**src/design/fcsa_pkg.sv**
```systemverilog
// shared types, constants and reciprocal table for the stripe address map
package fcsa_pkg;

  localparam int NUM_CHANNELS_DEF    = 8;
  localparam int CE_PER_CHANNEL_DEF  = 8;
  localparam int PLANES_PER_CE_DEF   = 2;
  localparam int PAGES_PER_BLOCK_DEF = 256;

  localparam int DATA_W = 32;
  localparam int DIV_W  = 9;

  typedef enum logic [1:0] {
    STATUS_OK           = 2'd0,
    STATUS_NO_CHANNEL   = 2'd1,
    STATUS_OFFSET_RANGE = 2'd2
  } status_t;

  typedef struct packed {
    logic        func;
    logic [19:0] object_id;
    logic [7:0]  mask;
    logic        empty;
  } fcsa_side0_t;

  typedef struct packed {
    fcsa_side0_t s0;
    logic [2:0]  k;
    logic        ovf;
  } fcsa_side1_t;

  typedef struct packed {
    fcsa_side1_t s1;
    logic [2:0]  ce;
  } fcsa_side2_t;

  typedef struct packed {
    fcsa_side2_t s2;
    logic        plane;
  } fcsa_side3_t;

  // floor(2^32 / n), all ones for n of one
  function automatic logic [DATA_W-1:0] recip_of(input logic [3:0] n);
    logic [DATA_W-1:0] r;
    case (n)
      4'd2:    r = 32'h8000_0000;
      4'd3:    r = 32'h5555_5555;
      4'd4:    r = 32'h4000_0000;
      4'd5:    r = 32'h3333_3333;
      4'd6:    r = 32'h2AAA_AAAA;
      4'd7:    r = 32'h2492_4924;
      4'd8:    r = 32'h2000_0000;
      default: r = 32'hFFFF_FFFF;
    endcase
    return r;
  endfunction

endpackage

```
**src/design/fcsa_div.sv**
```systemverilog
// two-stage divider by a small divisor using a supplied reciprocal
module fcsa_div import fcsa_pkg::*; #(
  parameter int W  = DATA_W,
  parameter int DW = DIV_W,
  parameter int SW = 1
) (
  input  logic          clk,
  input  logic          rst,
  input  logic          in_valid,
  output logic          in_ready,
  input  logic [W-1:0]  in_x,
  input  logic [DW-1:0] in_d,
  input  logic [W-1:0]  in_m,
  input  logic [SW-1:0] in_side,
  output logic          out_valid,
  input  logic          out_ready,
  output logic [W-1:0]  out_q,
  output logic [DW-1:0] out_r,
  output logic [SW-1:0] out_side
);

  logic [2*W-1:0] prod_a;
  logic           va;
  logic [W-1:0]   xa;
  logic [W-1:0]   qa;
  logic [DW-1:0]  da;
  logic [SW-1:0]  sa;
  logic           ready_a;

  logic [W-1:0]   back_b;
  logic [W-1:0]   rem_b;
  logic           fix_b;
  logic           vb;
  logic [W-1:0]   qb;
  logic [DW-1:0]  rb;
  logic [DW-1:0]  db;
  logic [SW-1:0]  sb;
  logic           ready_b;

  assign ready_b  = !vb || out_ready;
  assign ready_a  = !va || ready_b;
  assign in_ready = ready_a;

  // estimate quotient, low by at most one
  assign prod_a = (2*W)'(in_x) * (2*W)'(in_m);

  always_ff @(posedge clk) begin
    if (rst) begin
      va <= 1'b0;
    end else if (ready_a) begin
      va <= in_valid;
    end
    if (ready_a && in_valid) begin
      xa <= in_x;
      qa <= prod_a[2*W-1:W];
      da <= in_d;
      sa <= in_side;
    end
  end

  // correction step
  assign back_b = qa * W'(da);
  assign rem_b  = xa - back_b;
  assign fix_b  = rem_b >= W'(da);

  always_ff @(posedge clk) begin
    if (rst) begin
      vb <= 1'b0;
    end else if (ready_b) begin
      vb <= va;
    end
    if (ready_b && va) begin
      qb <= qa + W'(fix_b);
      rb <= fix_b ? DW'(rem_b - W'(da)) : DW'(rem_b);
      db <= da;
      sb <= sa;
    end
  end

  assign out_valid = vb;
  assign out_q     = qb;
  assign out_r     = rb;
  assign out_side  = sb;

  a_rem_below_div: assert property (@(posedge clk) disable iff (rst)
    vb |-> (rb < db))
    else $error("remainder not below divisor");

  a_div_nonzero: assert property (@(posedge clk) disable iff (rst)
    va |-> (da != '0))
    else $error("zero divisor in pipe");

endmodule

```
**src/design/fcsa_out.sv**
```systemverilog
// final stage: channel pick, status and output register
module fcsa_out import fcsa_pkg::*; #(
  parameter int CE_PER_CHANNEL  = CE_PER_CHANNEL_DEF,
  parameter int PLANES_PER_CE   = PLANES_PER_CE_DEF,
  parameter int PAGES_PER_BLOCK = PAGES_PER_BLOCK_DEF
) (
  input  logic              clk,
  input  logic              rst,
  input  logic              in_valid,
  output logic              in_ready,
  input  logic [DATA_W-1:0] in_block,
  input  logic [DIV_W-1:0]  in_page,
  input  fcsa_side3_t       in_side,
  output logic              m_axis_tvalid,
  input  logic              m_axis_tready,
  output logic [47:0]       m_axis_tdata,
  output logic [1:0]        m_axis_tuser
);

  logic              ready_o;
  logic [3:0]        cnt;
  logic [2:0]        pick;
  logic              fault;
  logic              valid;
  logic [2:0]        channel;
  logic [2:0]        chip_enable;
  logic              plane_index;
  logic [31:0]       block_index;
  logic [7:0]        page_index;
  status_t           status;

  assign ready_o  = !valid || m_axis_tready;
  assign in_ready = ready_o;

  // k-th enabled channel
  always_comb begin
    cnt  = 4'd0;
    pick = 3'd0;
    for (int c = 0; c < 8; c++) begin
      if (in_side.s2.s1.s0.mask[c]) begin
        if (cnt == {1'b0, in_side.s2.s1.k}) pick = 3'(c);
        cnt = cnt + 4'd1;
      end
    end
  end

  assign fault = in_side.s2.s1.s0.empty || in_side.s2.s1.ovf;

  always_ff @(posedge clk) begin
    if (rst) begin
      valid <= 1'b0;
    end else if (ready_o) begin
      valid <= in_valid;
    end
    if (ready_o && in_valid) begin
      if (fault) begin
        channel     <= 3'd0;
        chip_enable <= 3'd0;
        plane_index <= 1'b0;
        block_index <= 32'd0;
        page_index  <= 8'd0;
        status      <= in_side.s2.s1.s0.empty ? STATUS_NO_CHANNEL : STATUS_OFFSET_RANGE;
      end else begin
        channel     <= pick;
        chip_enable <= in_side.s2.ce;
        plane_index <= in_side.plane;
        block_index <= in_side.s2.s1.s0.func ? {12'd0, in_side.s2.s1.s0.object_id}
                                             : in_block;
        page_index  <= in_page[7:0];
        status      <= STATUS_OK;
      end
    end
  end

  assign m_axis_tvalid = valid;
  assign m_axis_tdata  = {1'b0, page_index, block_index, plane_index, chip_enable, channel};
  assign m_axis_tuser  = status;

  a_fault_zero: assert property (@(posedge clk) disable iff (rst)
    (valid && status != STATUS_OK) |-> (channel == 3'd0 && chip_enable == 3'd0 &&
      plane_index == 1'b0 && block_index == 32'd0 && page_index == 8'd0))
    else $error("address fields set on a failed request");

  a_status_code: assert property (@(posedge clk) disable iff (rst)
    valid |-> (status == STATUS_OK || status == STATUS_NO_CHANNEL ||
               status == STATUS_OFFSET_RANGE))
    else $error("bad status code");

  a_fields_in_range: assert property (@(posedge clk) disable iff (rst)
    (valid && status == STATUS_OK) |-> (32'(page_index) < PAGES_PER_BLOCK &&
      32'(chip_enable) < CE_PER_CHANNEL && 32'(plane_index) < PLANES_PER_CE))
    else $error("address field out of geometry");

endmodule

```
**src/design/flash_channel_stripe_address.sv**
```systemverilog
// top level: flash page striping address map
//
// Maps a logical page, or an object id and offset, to channel, chip enable,
// plane, block and page, striping pages over enabled channels first.
// s_axis carries one request: tuser = func, tdata = logical_page,
// object_id, object_offset. m_axis returns one result per request:
// tdata = channel, chip_enable, plane_index, block_index, page_index,
// tuser = status (0 ok, 1 no channel enabled, 2 offset beyond one row).
// cfg_we / cfg_wdata write the channel enable mask; write it only while idle.
// The path runs through one input register, four dividers (by channel count,
// chip enables, planes, pages) and one output register. One request per cycle
// is accepted unless every stage holds a request while m_axis stalls.
// Reset sets the mask to all ones and empties the pipeline.
// When m_axis stalls each stage holds its request; empty stages still fill,
// and s_axis_tready drops only once every stage holds a request.
module flash_channel_stripe_address import fcsa_pkg::*; #(
  parameter int NUM_CHANNELS    = NUM_CHANNELS_DEF,
  parameter int CE_PER_CHANNEL  = CE_PER_CHANNEL_DEF,
  parameter int PLANES_PER_CE   = PLANES_PER_CE_DEF,
  parameter int PAGES_PER_BLOCK = PAGES_PER_BLOCK_DEF
) (
  input  logic        clk,
  input  logic        rst,
  input  logic        cfg_we,
  input  logic [7:0]  cfg_wdata,
  input  logic        s_axis_tvalid,
  output logic        s_axis_tready,
  input  logic [87:0] s_axis_tdata,  // logical_page, object_id, object_offset
  input  logic        s_axis_tuser,  // func
  output logic        m_axis_tvalid,
  input  logic        m_axis_tready,
  output logic [47:0] m_axis_tdata,  // channel, chip_enable, plane_index, block_index, page_index
  output logic [1:0]  m_axis_tuser   // status
);

  localparam logic [7:0] LIVE_MASK = 8'((9'd1 << NUM_CHANNELS) - 9'd1);
  localparam logic [DATA_W-1:0] ROW_UNITS =
    32'(CE_PER_CHANNEL * PLANES_PER_CE * PAGES_PER_BLOCK);
  localparam logic [DATA_W-1:0] RECIP_CE = (CE_PER_CHANNEL == 1) ? 32'hFFFF_FFFF :
    32'((64'd1 << 32) / CE_PER_CHANNEL);
  localparam logic [DATA_W-1:0] RECIP_PL = (PLANES_PER_CE == 1) ? 32'hFFFF_FFFF :
    32'((64'd1 << 32) / PLANES_PER_CE);
  localparam logic [DATA_W-1:0] RECIP_PG = (PAGES_PER_BLOCK == 1) ? 32'hFFFF_FFFF :
    32'((64'd1 << 32) / PAGES_PER_BLOCK);

  logic [7:0]        channel_enable_mask;
  logic [7:0]        live;
  logic [3:0]        count;

  logic              v0;
  logic              ready0;
  logic [DATA_W-1:0] x0;
  logic [3:0]        n0;
  logic [DATA_W-1:0] m0;
  fcsa_side0_t       side0;

  logic              d0_valid, d0_ready;
  logic [DATA_W-1:0] d0_q;
  logic [DIV_W-1:0]  d0_r;
  fcsa_side0_t       d0_side;
  fcsa_side1_t       d1_side_in;

  logic              d1_valid, d1_ready;
  logic [DATA_W-1:0] d1_q;
  logic [DIV_W-1:0]  d1_r;
  fcsa_side1_t       d1_side;
  fcsa_side2_t       d2_side_in;

  logic              d2_valid, d2_ready;
  logic [DATA_W-1:0] d2_q;
  logic [DIV_W-1:0]  d2_r;
  fcsa_side2_t       d2_side;
  fcsa_side3_t       d3_side_in;

  logic              d3_valid, d3_ready;
  logic [DATA_W-1:0] d3_q;
  logic [DIV_W-1:0]  d3_r;
  fcsa_side3_t       d3_side;

  always_ff @(posedge clk) begin
    if (rst) begin
      channel_enable_mask <= 8'hFF;
    end else if (cfg_we) begin
      channel_enable_mask <= cfg_wdata;
    end
  end

  assign live = channel_enable_mask & LIVE_MASK;

  always_comb begin
    count = 4'd0;
    for (int c = 0; c < 8; c++) begin
      count = count + 4'(live[c]);
    end
  end

  // input register
  assign ready0        = !v0 || d0_ready;
  assign s_axis_tready = ready0;

  always_ff @(posedge clk) begin
    if (rst) begin
      v0 <= 1'b0;
    end else if (ready0) begin
      v0 <= s_axis_tvalid;
    end
    if (ready0 && s_axis_tvalid) begin
      x0              <= s_axis_tuser ? s_axis_tdata[83:52] : s_axis_tdata[31:0];
      n0              <= (count == 4'd0) ? 4'd1 : count;
      m0              <= recip_of(count);
      side0.func      <= s_axis_tuser;
      side0.object_id <= s_axis_tdata[51:32];
      side0.mask      <= live;
      side0.empty     <= (count == 4'd0);
    end
  end

  fcsa_div #(.W(DATA_W), .DW(DIV_W), .SW($bits(fcsa_side0_t))) u_div_chan (
    .clk(clk), .rst(rst),
    .in_valid(v0), .in_ready(d0_ready),
    .in_x(x0), .in_d(DIV_W'(n0)), .in_m(m0), .in_side(side0),
    .out_valid(d0_valid), .out_ready(d1_ready),
    .out_q(d0_q), .out_r(d0_r), .out_side(d0_side)
  );

  assign d1_side_in.s0  = d0_side;
  assign d1_side_in.k   = d0_r[2:0];
  assign d1_side_in.ovf = d0_side.func && (d0_q >= ROW_UNITS);

  fcsa_div #(.W(DATA_W), .DW(DIV_W), .SW($bits(fcsa_side1_t))) u_div_ce (
    .clk(clk), .rst(rst),
    .in_valid(d0_valid), .in_ready(d1_ready),
    .in_x(d0_q), .in_d(DIV_W'(CE_PER_CHANNEL)), .in_m(RECIP_CE), .in_side(d1_side_in),
    .out_valid(d1_valid), .out_ready(d2_ready),
    .out_q(d1_q), .out_r(d1_r), .out_side(d1_side)
  );

  assign d2_side_in.s1 = d1_side;
  assign d2_side_in.ce = d1_r[2:0];

  fcsa_div #(.W(DATA_W), .DW(DIV_W), .SW($bits(fcsa_side2_t))) u_div_plane (
    .clk(clk), .rst(rst),
    .in_valid(d1_valid), .in_ready(d2_ready),
    .in_x(d1_q), .in_d(DIV_W'(PLANES_PER_CE)), .in_m(RECIP_PL), .in_side(d2_side_in),
    .out_valid(d2_valid), .out_ready(d3_ready),
    .out_q(d2_q), .out_r(d2_r), .out_side(d2_side)
  );

  assign d3_side_in.s2    = d2_side;
  assign d3_side_in.plane = d2_r[0];

  logic out_ready;

  fcsa_div #(.W(DATA_W), .DW(DIV_W), .SW($bits(fcsa_side3_t))) u_div_page (
    .clk(clk), .rst(rst),
    .in_valid(d2_valid), .in_ready(d3_ready),
    .in_x(d2_q), .in_d(DIV_W'(PAGES_PER_BLOCK)), .in_m(RECIP_PG), .in_side(d3_side_in),
    .out_valid(d3_valid), .out_ready(out_ready),
    .out_q(d3_q), .out_r(d3_r), .out_side(d3_side)
  );

  fcsa_out #(
    .CE_PER_CHANNEL(CE_PER_CHANNEL),
    .PLANES_PER_CE(PLANES_PER_CE),
    .PAGES_PER_BLOCK(PAGES_PER_BLOCK)
  ) u_out (
    .clk(clk), .rst(rst),
    .in_valid(d3_valid), .in_ready(out_ready),
    .in_block(d3_q), .in_page(d3_r), .in_side(d3_side),
    .m_axis_tvalid(m_axis_tvalid), .m_axis_tready(m_axis_tready),
    .m_axis_tdata(m_axis_tdata), .m_axis_tuser(m_axis_tuser)
  );

endmodule

```
**config.mk**
```make
export PLATFORM = sky130hd
export DESIGN_NAME = flash_channel_stripe_address
export DESIGN_NICKNAME = d
export VERILOG_FILES = /design/src/design/fcsa_pkg.sv /design/src/design/fcsa_div.sv /design/src/design/fcsa_out.sv /design/src/design/flash_channel_stripe_address.sv
export SDC_FILE = /design/constraint.sdc
export NUM_CORES = 2
export LEC_CHECK = 0
export BUFFER_PORTS_ARGS = -buffer_cell sky130_fd_sc_hd__buf_2
export CORE_UTILIZATION = 50
export DETAILED_ROUTE_END_ITERATION = 6
export PLACE_DENSITY = 0.7
export SYNTH_ARGS = -nofsm -noshare
export SYNTH_HDL_FRONTEND = slang
export SYNTH_SLANG_ARGS = --single-unit
```
**constraint.sdc**
```tcl
create_clock -name clk -period 14 [get_ports clk]
set_input_delay 1.4 -clock clk [delete_from_list [all_inputs] [get_ports clk]]
set_output_delay 1.4 -clock clk [all_outputs]
set_load 0.02 [all_outputs]
```
; ---- Word level (Yosys, flattened, before mapping)
; Index checks and enable logic that the tools add are counted.
[word_totals]
ff_bits = 820
latch_bits = 0
ram_bits = 0
mem_bits_ro = 0
inputBits = 102
output_inout_bits = 52
word_cells = 159
n_memories = 0
[op_classes]
addsub = 25
multipliers = 2
div = 0
n_lt_le_gt_ge = 5
n_eq_ne = 14
shift = 0
muxes = 29
n_bitwise = 0
reduce_logical = 34
[op_table]
columns = op, count
row1 = 32-bit case mux with 7 select lines, 1
row2 = 32-bit subtractor, 4
row3 = 32-bit by 32-bit multiplier with 64-bit output, 1
row4 = 3-bit 2-to-1 mux, 15
row5 = 31-bit by 1-bit adder with 32-bit output, 1
row6 = 32-bit by 1-bit adder with 32-bit output, 1
row7 = 32-bit by 13-bit greater-or-equal comparator with 1-bit output (second input constant), 1
row8 = 32-bit by 2-bit greater-or-equal comparator with 1-bit output (second input constant), 1
row9 = 32-bit by 4-bit greater-or-equal comparator with 1-bit output, 1
row10 = 32-bit by 4-bit greater-or-equal comparator with 1-bit output (second input constant), 1
row11 = 32-bit by 9-bit greater-or-equal comparator with 1-bit output (second input constant), 1
row12 = 32-bit by 4-bit multiplier with 32-bit output, 1
row13 = 32-bit 2-to-1 mux, 1
row14 = 29-bit by 1-bit adder with 30-bit output, 1
row15 = 24-bit by 1-bit adder with 25-bit output, 1
row16 = 4-bit by 3-bit equality test with 1-bit output, 6
row17 = 4-bit 2-to-1 mux, 6
row18 = 4-bit by 1-bit adder with 4-bit output (second input constant), 5
row19 = 20-bit 2-to-1 mux, 1
row20 = 4-bit by 1-bit adder with 4-bit output, 4
row21 = 4-bit by 3-bit equality test with 1-bit output (second input constant), 4
row22 = 1-bit logical AND, 11
row23 = 1-bit logical OR, 11
row24 = 1-bit zero test, 10
row25 = 16 further kinds, 19

; ---- Logic depth before layout (Yosys ltp)
[depth]
word_depth = 16
depth_mapped = 32
ltp_nobuf = 30

; ---- Modules after synthesis
; A second synthesis with hierarchy kept.
[unflattened]
cells_unflattened = 20447
area_unflattened_um2 = 194348.9
[by_module_without_submodules]
columns = module, instances, cells_per_inst, area_per_inst_um2, seq_area_each_um2
row1 = fcsa_div at u_div_plane, 1, 5025, 47296.6, 5685.5
row2 = fcsa_div at u_div_page, 1, 4993, 47132.7, 5745.5
row3 = fcsa_div at u_div_ce, 1, 4972, 46829.9, 5505.3
row4 = fcsa_div at u_div_chan, 1, 4977, 46652.2, 5265.0
row5 = flash_channel_stripe_address, 1, 238, 3589.7, 2492.4
row6 = fcsa_out, 1, 242, 2847.7, 1491.4

; ---- Worst setup path before layout
; No wires, ideal clock.
[synth_path]
path_type = register to register
from = register m0[22]
to = register u_div_chan.qa[8], data pin
setup_ns = 0.259
arrival_ns = 7.659
required_time_ns = 13.741
setup_slack_ns = 6.083
path_stages_with_launch = 29
n_path_buf = 3
period_less_slack_ns = 7.917
cell_sequence = edfxtp_1 > clkbuf_1 > clkbuf_1 > buf_1 > nand2_1 > inv_1 > fa_1 > fa_1 > fa_1 > inv_1 > fa_1 > inv_1 > fa_1 > fa_1 > fa_1 > inv_1 > fa_1 > inv_1 > ha_1 > a21o_1 > a31o_2 > a22oi_1 > nand3_1 > o21ai_0 > nor2_1 > nor3_1 > o21ai_0 > a211o_1 > xor2_1
[synth_between]
elab_chain_len = 1
[synth_rtl]
columns = item, line_no
row1 = from (decl), flash_channel_stripe_address.sv:54  ; logic [DATA_W-1:0] m0;
row2 = from (signal assigned), flash_channel_stripe_address.sv:110  ; m0 <= recip_of(count);
row3 = 32-bit by 32-bit multiplier with 64-bit output, fcsa_div.sv:45  ; assign prod_a = (2*W)'(in_x) * (2*W)'(in_m);
row4 = named net u_div_chan.prod_a[40], fcsa_div.sv:22  ; logic [2*W-1:0] prod_a;
row5 = to (signal assigned), fcsa_div.sv:55  ; qa <= prod_a[2*W-1:W];
row6 = to (decl), fcsa_div.sv:25  ; logic [W-1:0] qa;
; The timed path passes the listed nets, and every way through them passes these cells.
; A chain may end at the register's enable or synchronous reset.

; ---- Worst setup path in the final report
[layout_path]
from = register m0[25]
to = register u_div_chan.qa[25], data pin
; The elaborated chain is that of the path after synthesis.

==> metrics.md <==
| Metric | Value |
|---|---|
| Primary FF master, synth | edfxtp_1 |
| Initial antenna violation count | 5 |
| Clock net sink count | 691 |
| Clock transition at path regs | 0.06 ns |
| Synth async-reset ratio | 0% |
| Cell family with most CP delay | adder cells |
| GRT Resource Usage Total | 24.2% |
| Starting Density | 50.5% |
| Period Utilization, post-route | 69.8% |
| Seq. cell area | 20600 sq um |
| # diodes | 0 |
| Starting DRC count in detailed routing | 2189 |
| Critical setup path kind | reg -> reg |
| Slew Limit Fails | 0 |
| Wire length per cell | 21.1 microns |
| Ys Warns | 0 |
| Top cells by area, synth | edfxtp_1, fa_1, ha_1 |
| Mux contribution to synthesized area | 1.27% |
| Max-cap violations | 0 |
| Core region area | 107000 sq um |
| Final core occ | 54.6% |
| Dpl hpwl | 102000 microns |
| Syn avg cell area | 12.1 sq um |
| Hold depth | 0 |
| Chip height | 331 microns |
| Crit-path most repeated cell | fa_1 |
| FF-to-FF path depth | 28 |
| Arrival time at the worst endpoint | 10.17 ns |
| Adder-cell share of the synthesized area | 37.2% |
| Slowest CP cell | buf_4 |
| Largest net degree at the start of global routing | 67 |
| Drt drc | 0 |
| Final Hold Vio Count | 0 |
| Clock Path Buffers | 3 |
| FMAX | 0.102 GHz |
| Synth Area in Compound Gates | 4.39% |
| Cts hold-fix bufs | 0 |
| RSZ-0062 raised after global routing | no |
| Final Skew | 0.0537 ns |
| Reg-to-reg slack, setup | 4.22 ns |
| Post-CTS sizing | 0 |
| CP Buf/Inv Count | 6 |
| R2R Path Start | m0[25] |
| Total die area | 109000 sq um |
| XOR/XNOR Fraction of Synth Area | 2.76% |
| Post-synth EDFFs | 673 |
| Multi-input gate area | 29200 sq um |
| Yosys top cell area share | 37.4% |
| Post-synthesis simple-gate area fraction | 8.05% |
| Number of global-route vias before repair | 33700 |
| Worst Path Required | 14.39 ns |
| Synthesized cell area | 54000 sq um |
| Worst Slack Setup Final | 4.22 ns |
| H-tree depth | 3 |
| Nets | 5809 |
| Place WS | 4.32 ns |
| Gate Count Post-Synth | 4470 |
| CTS tree | yes |
| CP max stage delay | 0.66 ns |
| RePlAce Congestion | 0.975 |
| Element type at the critical path end | register |
| Sequential area share after synthesis | 38.1% |
| Die X | 331 microns |
| WHS | 0.383 ns |
| Port bufs | 136 |
| Drt pass-1 iters | 5 |
| RR Endpoint | u_div_chan.qa[25] |
| CP Max Fanout | 46 |
| Layout cells sized above 1 | 7.21% |
| Largest area contributor in the netlist | edfxtp_1 |
| Fillcell total | 8921 |
| Area Overhead vs Synth | 8.25% |
| IO Pins | 154 |
| Post-CTS Repair Setup Buffers | 0 |
| Largest family of logic cells by synthesized area | adder cells |
| # rows | 120 |
| Root Driver | clkbuf_16 |
| Total wire length | 127000 microns |
| Gr ovfl total | 0 |
| Fin crit period | 9.78 ns |
| Setup_tns | 0 ns |
| Vias per cell | 5.28 |
| Worst slew margin | 26.9% |
| Hold Crit Start | u_div_chan.out_side[22] |
| Netlist cell types | 79 |
| Flops & latches, synth | 691 |
| Antenna Violating Nets Remaining | 0 |
| Final Setup Violations | 0 |
| Worst Hold Endpoint | u_div_ce.sa[26] |
| CP startpoint kind | register |
| Min-Delay Path Class | reg -> reg |
| Clk_lat worst skew | 0.65 ns |
| Status | complete, no violations |
| Via count | 31800 |
| First-pass GRT wire length | 196000 microns |
| CTS buffer count | 71 |
| Worst-Margin Slew | 1.10 ns |
per-stage QoR:
step / cell area [sq um] / std cells
detailed placement: 56200 / 5898
global placement: 56200 / 5898
floorplan: 54100 / 4482
finish: 58500 / 6023
global route: 58500 / 6023
CTS: 58500 / 6023
sequential cells by signal, indices dropped and copies added, names as in the netlist, 11 cells and up:
register              count
u_div_chan.sa            30
m0                       11
u_div_page.out_side      38
u_out.block_index        20
u_div_chan.xa            32
u_div_plane.sa           37
u_div_ce.out_side        34
x0                       32
u_div_chan.qa            32
u_div_page.xa            28
u_div_page.out_q         20
u_div_plane.out_side     37
u_div_chan.out_q         32
u_div_ce.out_q           29
u_div_plane.out_q        28
side0                    30
u_div_page.sa            38
u_div_ce.sa              34
u_div_ce.xa              32
u_div_plane.xa           29
u_div_chan.out_side      30
final cells by class:
cell class | count | area share [%]
clock buffers | 90 | 3.16
repair buffers | 166 | 1.55
inverters | 1008 | 6.47
clock inverters | 35 | 0.817
flip-flops and latches | 691 | 35.2
well taps | 1403 | 3.00
multi-input cells | 2630 | 49.8
metal layers:
layer	vias to the layer above	track usage, %	part of all wire (%)
met4	4	9.53	4.3
li1	14400	-	-
met3	254	5.46	8.2
met2	1192	40.0	48
met5	-	0	0.021
met1	16000	31.1	39
cells in the final DEF, fill, tap and decap left out, types with 13 or more instances in the layout:
cell,instances
nor2_1,114
xnor2_1,83
fa_1,781
and3_1,14
nor2b_1,16
a21o_1,39
o21bai_1,37
inv_1,1006
buf_2,136
nor3_1,17
conb_1,13
dfxtp_1,18
a21oi_1,97
ha_1,358
edfxtp_1,673
nand2_1,353
nand3_1,42
clkbuf_16,71
buf_4,30
clkbuf_1,19
nand4_1,24
mux2_2,35
and2_1,240
o21ai_0,64
xor2_1,82
mux2i_1,29
a31oi_1,24
synthesized netlist by cell type, types with 5 or more instances:
master and instances:
inv_1 1006, fa_1 781, edfxtp_1 673, ha_1 358, nand2_1 353, and2_1 241
clkbuf_1 119, nor2_1 114, a21oi_1 97, xnor2_1 83, xor2_1 82, o21ai_0 64
nand3_1 42, a21o_1 39, o21bai_1 37, mux2_2 35, mux2i_1 29, a31oi_1 26
nand4_1 24, nor2b_1 20, dfxtp_1 18, buf_4 17, nor3_1 17, and3_1 14
a31o_2 12, o211ai_1 12, nand2b_1 11, o21a_1 11, buf_1 10, nor4_1 9
or2_2 7, or3_1 7, a211oi_1 6, a21boi_0 6, and4_1 6, o22ai_1 6
o2111ai_1 5
cell families after synthesis:
logic type	after synthesis
other	1
DFF	691
adders and majority gates	1139
muxes	64
xor gates and xnor gates	167
AOI/OAI and AO/OA	363
and+or+nand+nor	884
buffers and inverters	1161
worst max path at each step:
stage,start,endpoint,slack (ns),cells past startpoint
finish,m0[25],u_div_chan.qa[25],4.22,28
global route,m0[25],u_div_chan.qa[25],3.90,28
CTS,m0[25],u_div_chan.qa[25],4.30,28
detailed placement,m0[25],u_div_chan.qa[25],4.32,28
global placement,m0[25],u_div_chan.qa[25],4.38,28
floorplan,m0[22],u_div_chan.qa[8],6.08,28
worst register-to-register path, delay by kind of cell, from the launching register on:
| kind | cells | cell delay, ns |
|---|---|---|
| xor+xnor | 2 | 0.29 |
| fa+ha+maj | 9 | 4.22 |
| simple gates | 4 | 1.19 |
| flops | 1 | 0.63 |
| buf+inv | 6 | 0.99 |
| compound gates | 7 | 2.21 |
Power is not shown: default switching activity piles up to over one toggle a cycle in this logic, so the estimate is an artifact.
